<file path="src/rtl/tnhs_pkg.sv">
// Shared constants, types and helpers for the tabu ring novelty selector.
package tnhs_pkg;

	localparam int RING_DEPTH = 16;
	localparam int SIG_W      = 64;
	localparam int DIST_W     = 7;
	localparam int IDX_W      = (RING_DEPTH > 1) ? $clog2(RING_DEPTH) : 1;
	localparam int CNT_W      = $clog2(RING_DEPTH + 1);

	localparam logic OP_INSERT = 1'b0;
	localparam logic OP_QUERY  = 1'b1;

	typedef enum logic [1:0] {
		ST_IDLE,
		ST_SCAN,
		ST_UPDATE
	} state_t;

	// Ones count of one byte.
	function automatic logic [3:0] popcnt8(input logic [7:0] b);
		logic [3:0] acc;
		acc = 4'd0;
		for (int i = 0; i < 8; i++) begin
			acc = acc + {3'd0, b[i]};
		end
		return acc;
	endfunction

endpackage

</file>
<file path="src/rtl/tnhs_dist_unit.sv">
// Shared Hamming distance and running-minimum unit.
module tnhs_dist_unit (
	input  logic [tnhs_pkg::SIG_W-1:0]  sig_a,
	input  logic [tnhs_pkg::SIG_W-1:0]  sig_b,
	input  logic [tnhs_pkg::DIST_W-1:0] cur_min,
	output logic [tnhs_pkg::DIST_W-1:0] new_min
);

	logic [tnhs_pkg::SIG_W-1:0]  diff;
	logic [3:0]                  byte_cnt [8];
	logic [4:0]                  sum_l1 [4];
	logic [5:0]                  sum_l2 [2];
	logic [tnhs_pkg::DIST_W-1:0] ham_dist;

	assign diff = sig_a ^ sig_b;

	always_comb begin
		for (int i = 0; i < 8; i++) begin
			byte_cnt[i] = tnhs_pkg::popcnt8(diff[8*i +: 8]);
		end
		for (int i = 0; i < 4; i++) begin
			sum_l1[i] = {1'b0, byte_cnt[2*i]} + {1'b0, byte_cnt[2*i+1]};
		end
		for (int i = 0; i < 2; i++) begin
			sum_l2[i] = {1'b0, sum_l1[2*i]} + {1'b0, sum_l1[2*i+1]};
		end
		ham_dist = {1'b0, sum_l2[0]} + {1'b0, sum_l2[1]};
	end

	// keep the smaller of the running minimum and this entry's distance
	assign new_min = (ham_dist < cur_min) ? ham_dist : cur_min;

endmodule

</file>
<file path="src/rtl/tabu_hamming_novelty_select.sv">
// Top level of the tabu ring nearest-Hamming-distance novelty selector.
//
// The block holds a ring of tnhs_pkg::RING_DEPTH 64-bit tabu signatures.
// An insert word (tuser op = 0) writes its signature at the write pointer in
// the cycle it is accepted; the pointer wraps and the fill count saturates at
// the ring depth, so a full ring overwrites its oldest entry. A query word
// (op = 1) walks the filled entries through one ring read port and a single
// shared popcount/compare unit, one entry per cycle, to find the least
// Hamming distance (64 on an empty ring). It then updates the best candidate
// of the trial group: a first_trial query always replaces it, a later query
// only on a strictly greater distance. Each query returns one result word
// carrying the minimum, the current best distance and signature, with tlast
// set when the query was the group's last trial; inserts return nothing.
// An insert leaves s_axis_tready high; a query holds s_axis_tready low
// through the scan and update states, for a time that is set by the fill count and
// bounded by the single read port and the one distance unit. A finished
// result sits in an output register, so the next word is taken while the
// result waits for m_axis_tready; only a second query's update stalls behind
// an untaken result, for as long as the result side holds off.
module tabu_hamming_novelty_select (
	input  logic        clk,
	input  logic        arst_n,
	// input stream
	input  logic        s_axis_tvalid,
	output logic        s_axis_tready,
	input  logic [63:0] s_axis_tdata,  // [63:0] signature
	input  logic [1:0]  s_axis_tuser,  // [0] op, [1] first_trial
	input  logic        s_axis_tlast,  // last_trial
	// result stream
	output logic        m_axis_tvalid,
	input  logic        m_axis_tready,
	output logic [79:0] m_axis_tdata,  // [6:0] min_distance, [13:7] best_distance,
	                                   // [77:14] best_signature, [79:78] zero
	output logic        m_axis_tlast   // choice_ready
);

	localparam logic [tnhs_pkg::DIST_W-1:0] DIST_MAX = tnhs_pkg::DIST_W'(tnhs_pkg::SIG_W);

	// ring storage, no reset: only entries below the fill count are read
	logic [tnhs_pkg::SIG_W-1:0] ring_mem [tnhs_pkg::RING_DEPTH];

	tnhs_pkg::state_t state_q, state_d;

	logic [tnhs_pkg::IDX_W-1:0]  wp_q;
	logic [tnhs_pkg::CNT_W-1:0]  fill_q;
	logic [tnhs_pkg::DIST_W-1:0] best_dist_q;
	logic [tnhs_pkg::SIG_W-1:0]  best_sig_q;

	// query context
	logic [tnhs_pkg::SIG_W-1:0]  qsig_q;
	logic                        qfirst_q;
	logic                        qlast_q;
	logic [tnhs_pkg::CNT_W-1:0]  issued_q;
	logic [tnhs_pkg::DIST_W-1:0] dmin_q;

	// read pipeline
	logic [tnhs_pkg::SIG_W-1:0]  rd_data_s1;
	logic                        rd_vld_s1;

	// output register
	logic                        out_vld_q;
	logic [tnhs_pkg::DIST_W-1:0] out_min_q;
	logic [tnhs_pkg::DIST_W-1:0] out_bdist_q;
	logic [tnhs_pkg::SIG_W-1:0]  out_bsig_q;
	logic                        out_last_q;

	logic                        in_fire;
	logic                        is_insert;
	logic                        issue;
	logic                        out_free;
	logic                        do_update;
	logic                        replace;
	logic [tnhs_pkg::DIST_W-1:0] unit_min;
	logic [tnhs_pkg::DIST_W-1:0] new_bdist;
	logic [tnhs_pkg::SIG_W-1:0]  new_bsig;

	assign s_axis_tready = (state_q == tnhs_pkg::ST_IDLE);
	assign in_fire       = s_axis_tvalid & s_axis_tready;
	assign is_insert     = (s_axis_tuser[0] == tnhs_pkg::OP_INSERT);

	// issue one ring read per cycle until every filled entry is out
	assign issue    = (state_q == tnhs_pkg::ST_SCAN) && (issued_q < fill_q);
	assign out_free = !out_vld_q || m_axis_tready;
	assign do_update = (state_q == tnhs_pkg::ST_UPDATE) && out_free;

	tnhs_dist_unit u_dist (
		.sig_a   (qsig_q),
		.sig_b   (rd_data_s1),
		.cur_min (dmin_q),
		.new_min (unit_min)
	);

	assign replace   = qfirst_q || (dmin_q > best_dist_q);
	assign new_bdist = replace ? dmin_q : best_dist_q;
	assign new_bsig  = replace ? qsig_q : best_sig_q;

	// sequencer
	always_comb begin
		state_d = state_q;
		case (state_q)
			tnhs_pkg::ST_IDLE: begin
				if (in_fire && !is_insert) state_d = tnhs_pkg::ST_SCAN;
			end
			tnhs_pkg::ST_SCAN: begin
				// done once nothing is issued and the last read has compared
				if (!issue && !rd_vld_s1) state_d = tnhs_pkg::ST_UPDATE;
			end
			tnhs_pkg::ST_UPDATE: begin
				if (out_free) state_d = tnhs_pkg::ST_IDLE;
			end
			default: state_d = tnhs_pkg::ST_IDLE;
		endcase
	end

	always_ff @(posedge clk or negedge arst_n) begin
		if (!arst_n) begin
			state_q <= tnhs_pkg::ST_IDLE;
		end else begin
			state_q <= state_d;
		end
	end

	// ring write and registered read
	always_ff @(posedge clk) begin
		if (in_fire && is_insert) begin
			ring_mem[wp_q] <= s_axis_tdata;
		end
		rd_data_s1 <= ring_mem[issued_q[tnhs_pkg::IDX_W-1:0]];
	end

	// ring pointer, fill count and group best
	always_ff @(posedge clk or negedge arst_n) begin
		if (!arst_n) begin
			wp_q        <= '0;
			fill_q      <= '0;
			best_dist_q <= '0;
			best_sig_q  <= '0;
			rd_vld_s1   <= 1'b0;
			out_vld_q   <= 1'b0;
		end else begin
			rd_vld_s1 <= issue;
			if (in_fire && is_insert) begin
				// advance and wrap the pointer, saturate the fill count
				if (wp_q == tnhs_pkg::IDX_W'(tnhs_pkg::RING_DEPTH - 1)) begin
					wp_q <= '0;
				end else begin
					wp_q <= wp_q + 1'b1;
				end
				if (fill_q != tnhs_pkg::CNT_W'(tnhs_pkg::RING_DEPTH)) begin
					fill_q <= fill_q + 1'b1;
				end
			end
			if (do_update) begin
				best_dist_q <= new_bdist;
				best_sig_q  <= new_bsig;
				out_vld_q   <= 1'b1;
			end else if (m_axis_tready) begin
				out_vld_q <= 1'b0;
			end
		end
	end

	// query context and scan counters
	always_ff @(posedge clk) begin
		if (in_fire && !is_insert) begin
			qsig_q   <= s_axis_tdata;
			qfirst_q <= s_axis_tuser[1];
			qlast_q  <= s_axis_tlast;
			issued_q <= '0;
			dmin_q   <= DIST_MAX;
		end else begin
			if (issue) issued_q <= issued_q + 1'b1;
			if (rd_vld_s1) dmin_q <= unit_min;
		end
	end

	// hold the result until taken
	always_ff @(posedge clk) begin
		if (do_update) begin
			out_min_q   <= dmin_q;
			out_bdist_q <= new_bdist;
			out_bsig_q  <= new_bsig;
			out_last_q  <= qlast_q;
		end
	end

	assign m_axis_tvalid = out_vld_q;
	assign m_axis_tdata  = {2'b00, out_bsig_q, out_bdist_q, out_min_q};
	assign m_axis_tlast  = out_last_q;

endmodule

</file>
<file path="config.mk">
export PLATFORM = sky130hd
export DESIGN_NAME = tabu_hamming_novelty_select
export DESIGN_NICKNAME = d
export VERILOG_FILES = /design/src/rtl/tnhs_pkg.sv /design/src/rtl/tnhs_dist_unit.sv /design/src/rtl/tabu_hamming_novelty_select.sv
export SDC_FILE = /design/constraint.sdc
export NUM_CORES = 1
export LEC_CHECK = 0
export BUFFER_PORTS_ARGS = -buffer_cell sky130_fd_sc_hd__buf_2
export CAP_MARGIN = 20
export CORE_MARGIN = 2
export CORE_UTILIZATION = 55
export DETAILED_ROUTE_END_ITERATION = 8
export GPL_TIMING_DRIVEN = 0
export PLACE_DENSITY = 0.72
export SLEW_MARGIN = 20
export SYNTH_ARGS = -nofsm -noshare
export SYNTH_HDL_FRONTEND = slang
export SYNTH_SLANG_ARGS = --single-unit
export TNS_END_PERCENT = 50
</file>
<file path="constraint.sdc">
create_clock -name clk -period 8.7 [get_ports clk]
set_input_delay 1.305 -clock clk [delete_from_list [all_inputs] [get_ports clk]]
set_output_delay 1.305 -clock clk [all_outputs]
set_load 0.01 [all_outputs]
</file>
==> impl_metrics.json, run 1 <==
{
  "clock.fmax_mhz": 126.0,
  "register_area_um2": 38730,
  "die-width_um": 311.6,
  "startpoint_type": "flop",
  "ys_ff_latch": 1329,
  "arrival_ns": 8.54,
  "crit_type": "reg2reg",
  "dr.pass1.iters": 7,
  "drc": 0,
  "dieArea_um2": 97100,
  "leading_cell_type_by_number_of_instances_after_synthesis": "edfxtp_1",
  "area_leader_netlist": "edfxtp_1",
  "async_flop_share_pct": 6.321,
  "global_route.usage.total_pct": 24.54,
  "final_routed_wirelength_um": 116900,
  "antenna_violating_nets_post_route": 0,
  "post_synth_main_area_contributors": "edfxtp_1 67%, mux4_2 11%, dfrtp_1 4.0%",
  "cp-end-kind": "flop",
  "yosys_warnings": 0,
  "critical_path.max_fanout": 10,
  "tritoncts.num_buffers": 134,
  "worst_pin_slew_ns": 1.214,
  "tritoncts_num_sinks": 1329,
  "postLayoutCoreUtil_pct": 64.08,
  "min-delay-path-class": "reg2reg",
  "io_buffer_count": 151,
  "slew_violations": 0,
  "h-tree-depth": 4,
  "drive_gt1_share_pct": 29.37,
  "report.final.setup_viol": 0,
  "route.vias.total": 25740,
  "synth_cells": 2501,
  "cts_setup_buffers": 0,
  "detailed_place_hpwl_um": 79240,
  "detailed_place.area_um2": 55640,
  "area_share_of_the_leading_cell_type_in_the_synthesized_netlist_pct": 67.45,
  "ctsRootBufferMaster": "clkbuf_16",
  "finish.instance_area_um2": 59990,
  "initial_antenna_violation_count": 5,
  "postSynth.topFlopCell": "edfxtp_1",
  "syn2layout_area_growth_pct": 15.26,
  "row_count": 112,
  "status": "completed",
  "max-clock-path-buffers": 3,
  "worst_clock_skew_ns": 0.02532,
  "io_pins": 154,
  "layout.nets": 3092,
  "fin_tns_setup_ns": 0,
  "cp.required_ns": 9.30,
  "slew-limit-headroom_pct": 19.06,
  "fp.dieH_um": 311.6,
  "synth.distinct_cells": 48,
  "synth.yosys.seq_area_share_pct": 74.41,
  "clock_latency_ns": 0.73,
  "grt_pass1_wl_um": 174500,
  "layout.filler_cells": 6245,
  "netlist_area_um2": 52040,
  "maxCapViolCount": 0,
  "drt-vias-per-instance": 6.013,
  "synth.top_cells.by_count": "1169 x edfxtp_1, 256 x mux4_2, 93 x inv_1, 92 x mux2_2",
  "grt_max_degree": 48,
  "hold_viol_final": 0,
  "clock_tree_from_tritoncts": "done",
  "replace_congestion": 0.7898,
  "first_global_vias": 27060,
  "initial_core_util_pct": 55.60,
  "count_of_flip_flops_with_a_built_in_enable_after_synthesis": 1169,
  "wl_per_cell_um": 27.32,
  "multi_input_area_um2": 12510,
  "drt_iter0_markers": 2614,
  "postSynthAreaPerCell_um2": 20.81,
  "finalHoldWorstSlack_ns": 0.4198,
  "fin_crit_ns": 7.938,
  "worst_setup_hold_path_clk_slew_ns": 0.06,
  "postCtsResizedCells": 0,
  "fin_crit_sh_pct": 91.24,
  "globalRoute.totalOverflow": 0,
  "cts_hold_repair.buffers": 0,
  "grt_setup_unrepaired": "no",
  "fp.coreArea_um2": 93610
}
==> path summary, 6_finish.rpt <==
path,start,endpoint,slack (ns),cells after the start
setup / recovery,qsig_q[41],dmin_q[4],0.76,23
hold reg to reg,qlast_q,m_axis_tlast,0.42,0
min in group asynchronous,arst_n,best_dist_q[5],0.49,1
hold / removal,qlast_q,m_axis_tlast,0.42,0
max in group asynchronous,arst_n,best_sig_q[22],7.52,2
setup reg to reg,qsig_q[41],dmin_q[4],0.76,23
==> kinds of logic after synthesis <==
kind of cell / share of synthesized area [%]
compound gates: 2.053
xor+xnor: 1.346
fa+ha+maj: 3.438
buf+inv: 1.738
flops: 74.41
mux: 15.51
other cells: 0.007205
simple gates: 1.500
==> cell type report <==
cell class                      instances  area share, %
Timing Repair Buffer                  273          3.193
Tap cell                             1254          2.615
Clock inverter                         62         0.9970
Sequential cell                      1329          64.56
Inverter                               94         0.5965
Antenna cell                            2       0.008343
Buffer                                112         0.9198
Multi-Input combinational cell        967          20.86
Clock buffer                          187          6.251
==> state kept, by name, indices dropped and copies added, names as in the netlist, 5 cells and up <==
signal	cells
rd_data_s1	64
best_dist_q	7
qsig_q	64
out_bsig_q	64
ring_mem	1024
out_bdist_q	7
dmin_q	7
issued_q	5
fill_q	5
out_min_q	7
best_sig_q	64
==> per-layer routing <==
layer / share of wire, % / global-route usage (%) / vias to the layer above
met3: 7.4 / 4.539 / 221
li1: - / - / 10800
met4: 3.2 / 8.752 / 2
met1: 40 / 33.44 / 13530
met2: 49 / 40.18 / 1184
met5: 0.0094 / 0 / -
==> layout by cell type (no fill, tap or decap), types with 36 or more instances in the layout <==
master | synthesis | layout
fa_1 | 55 | 55
clkbuf_16 | 0 | 140
mux2_2 | 92 | 92
dfxtp_1 | 76 | 76
xor2_1 | 36 | 36
edfxtp_1 | 1169 | 1169
buf_4 | 24 | 72
xnor2_1 | 44 | 44
clkbuf_1 | 50 | 90
inv_1 | 93 | 93
mux2_1 | 38 | 38
buf_2 | 33 | 226
ha_1 | 55 | 55
dfrtp_1 | 84 | 84
a211oi_1 | 66 | 66
nor2b_1 | 73 | 72
mux2i_1 | 84 | 84
mux4_2 | 256 | 256
a21oi_1 | 71 | 71
==> stage by stage <==
stage / setup slack [ns] / std cells
after floorplan: 0.4244 / 2502
after global placement: -7.015 / 3907
after detailed placement: 0.8208 / 4029
after CTS: 0.7981 / 4278
after global routing: 0.5685 / 4279
final: 0.7625 / 4280
==> critical path: stages, from the launching register on <==
cell	delay, ns
edfxtp_1	0.43
xor2_1	0.18
ha_1	0.29
inv_1	0.06
fa_1	0.51
inv_1	0.07
fa_1	0.45
fa_1	0.43
fa_1	0.45
xor2_1	0.48
fa_1	0.54
fa_1	0.62
fa_1	0.46
fa_1	0.45
ha_1	0.23
fa_1	0.47
a21o_1	0.20
a21o_1	0.20
ha_1	0.30
nand2_1	0.10
o2111ai_1	0.15
a21oi_2	0.43
mux2i_1	0.25
nor2_1	0.06
Power of run 1 is not shown: default switching activity piles up to over one toggle a cycle in this logic, so the estimate is an artifact.
==> run 2: changes to the inputs <==
- ABC_AREA: unset -> 1
==> run 2 against run 1 <==
Compared with the run above: non-clock buffer count increased by 54; synthesized cell count increased by 71%; critical endpoint is now dmin_q[3]; core utilization decreased by 0.51 points; clock skew increased by 0.0012 ns; hold slack got worse by 0.0040 ns; via count increased by 35%; area after synthesis increased by 3.7%; largest cell class unchanged.
==> impl_metrics.json, run 2 <==
{
  "status": "completed",
  "antenna_violating_nets_post_route": 0,
  "critical-path-max-stage-delay_ns": 0.56,
  "min-delay-path-class": "in2async",
  "cp_common_cell": "fa_1",
  "detailed_place_hpwl_um": 94330,
  "synth.yosys.seq_area_share_pct": 71.76,
  "fin_tns_setup_ns": 0,
  "yosys-mux-area-fraction_pct": 0,
  "drc": 0,
  "startpoint_type": "flop",
  "clock.fmax_mhz": 135.6,
  "drive_gt1_share_pct": 11.19,
  "drt_iter0_markers": 4410,
  "first_global_vias": 33320,
  "tritoncts.num_buffers": 133,
  "final_routed_wirelength_um": 135800,
  "initial_core_util_pct": 55.64,
  "post_synth_fa_ha_maj_area_fraction_pct": 3.316,
  "synth_top_family_by_area": "simple AND/OR/NAND/NOR gates",
  "postCtsResizedCells": 0,
  "ctsRootBufferMaster": "clkbuf_16",
  "synth.distinct_cells": 36,
  "worst_setup_hold_path_clk_slew_ns": 0.06,
  "grt_max_degree": 67,
  "syn2layout_area_growth_pct": 14.26,
  "clock_latency_ns": 0.75,
  "critical_path.max_fanout": 10,
  "layout.filler_cells": 7041,
  "tritoncts_num_sinks": 1329,
  "netlist_area_um2": 53960,
  "h-tree-depth": 4,
  "globalRoute.totalOverflow": 0,
  "cts_setup_buffers": 0,
  "drt-vias-per-instance": 5.820,
  "post_synth_and_or_nand_nor_area_fraction_pct": 11.15,
  "async_flop_share_pct": 6.321,
  "worst_clock_skew_ns": 0.02652,
  "postSynth.topFlopCell": "edfxtp_1",
  "initial_antenna_violation_count": 3,
  "global_route.usage.total_pct": 27.09,
  "synth.top_cells.by_count": "1169 x edfxtp_1, 686 x nor2_1, 501 x o21ai_0, 404 x nand2_1, 284 x nand3_1",
  "synth_compound_gate_area_share_pct": 8.345,
  "critical_path.cell_chain": "xor2_1, ha_1, inv_1, fa_1, inv_1, fa_1, fa_1, fa_1, xor2_1, fa_1, fa_1, fa_1, fa_1, ha_1, fa_1, xor2_1, ha_1, a21oi_1, o21a_1, nand3_1, buf_2, nand2_1, nand2_1, nor2_1",
  "max-clock-path-buffers": 3,
  "clock_tree_from_tritoncts": "done",
  "highest_count_cells_in_the_layout_ignoring_fill_and_taps": "1169 x edfxtp_1, 669 x nor2_1, 501 x o21ai_0",
  "cts_hold_repair.buffers": 0,
  "ys_ff_latch": 1329,
  "yosys_warnings": 0,
  "post_synth_main_area_contributors": "edfxtp_1 65%, nor2_1 4.8%, o21ai_0 4.6%",
  "row_count": 114,
  "grt_setup_unrepaired": "no",
  "wl_per_cell_um": 22.71,
  "cp-end-kind": "flop",
  "library_cell_contributing_the_largest_single_delay_on_the_critical_path": "fa_1",
  "registers.top_by_ff_count": "ring_mem",
  "maxCapViolCount": 0,
  "report.final.setup_viol": 0,
  "postSynthAreaPerCell_um2": 12.65,
  "yosys.area_share.xor_xnor_pct": 1.315,
  "synth_cells": 4265,
  "mostFrequentLayoutCell": "edfxtp_1",
  "route.vias.total": 34800,
  "number_of_flip_flops_in_the_largest_register": 1024,
  "finalHoldWorstSlack_ns": 0.4158,
  "hold_viol_final": 0,
  "fp.coreArea_um2": 96990,
  "io_pins": 154,
  "arrival_ns": 8.06,
  "fin_crit_sh_pct": 84.79,
  "cp.required_ns": 9.38,
  "fin_crit_ns": 7.377,
  "layout.nets": 4777,
  "count_of_flip_flops_with_a_built_in_enable_after_synthesis": 1169,
  "replace_congestion": 0.8735,
  "leading_cell_type_by_number_of_instances_after_synthesis": "edfxtp_1",
  "r2r_slack_ns": 1.32,
  "slew_violations": 0,
  "dr.pass1.iters": 7,
  "dieArea_um2": 100600,
  "area_share_of_the_leading_cell_type_in_the_synthesized_netlist_pct": 65.05,
  "area_leader_netlist": "edfxtp_1",
  "grt_pass1_wl_um": 201700,
  "worst_pin_slew_ns": 1.118,
  "io_buffer_count": 151,
  "slew-limit-headroom_pct": 25.48,
  "crit_type": "reg2reg",
  "fp.dieH_um": 317.2,
  "die-width_um": 317.2
}
-- run 2: cell count changes in the layout (fill, tap and decap cells not counted), moves of 145 or more --
cell / delta
nor2_1: +658
nand3_1: +278
inv_1: +145
nand2_1: +386
o21ai_0: +492
mux4_2: -256
-- run 2: critical path, delay by kind of cell, from the launching register on --
kind                       cells  cell delay [ns]
and+or+nand+nor                4             0.36
buffers and inverters          3             0.33
AOI/OAI and AO/OA              2             0.29
xor gates and xnor gates       3             0.87
adders and majority gates     12             5.06
DFF                            1             0.42
-- run 2: metrics by stage --
stage,setup WS [ns],util (%),std cells,area [um^2]
detailed placement,1.338,59.18,5737,57400
global route,0.9280,63.57,5979,61660
CTS,1.317,63.56,5977,61650
global placement,1.067,58.07,5693,56320
floorplan,2.042,-,4266,53970
finish,1.323,63.57,5980,61660
-- run 2: final timing paths --
kind | startpoint | to | depth (start not counted)
setup / recovery | qsig_q[41] | dmin_q[3] | 24
hold / removal | arst_n | wp_q[2] | 1
setup reg to reg | qsig_q[41] | dmin_q[3] | 24
hold reg to reg | qlast_q | m_axis_tlast | 0
max in group asynchronous | arst_n | best_sig_q[48] | 2
min in group clk | qlast_q | m_axis_tlast | 0
-- run 2: layer usage --
layer | vias to the layer above | wire length, um | global-route usage, %
met1 | 16950 | 54050 | 37.38
met5 | - | 0 | 0
li1 | 15750 | - | -
met2 | 1862 | 64220 | 43.73
met3 | 239 | 13840 | 5.152
met4 | 0 | 3701 | 9.102
-- run 2: cell type report --
cell class | count | area [um^2] | area share (%)
diodes | 3 | 7.507 | 0.01218
clock inverters | 57 | 505.5 | 0.8198
clock buffers | 183 | 3742 | 6.070
flip-flops and latches | 1329 | 38730 | 62.81
repair buffers | 195 | 1710 | 2.774
inverters | 244 | 920.9 | 1.494
multi-input cells | 2449 | 13150 | 21.33
well taps | 1276 | 1597 | 2.589
plain buffers | 244 | 1296 | 2.102
-- run 2: logic make-up (layout without fill, tap and decap cells) --
family / Yosys count / in the layout
AOI/OAI and AO/OA: 802 / 802
buffers and inverters: 488 / 923
xor gates and xnor gates: 81 / 81
adders and majority gates: 110 / 110
and+or+nand+nor: 1454 / 1454
other: 1 / 5
DFF: 1329 / 1329
Power of run 2 is left out for the same reason.
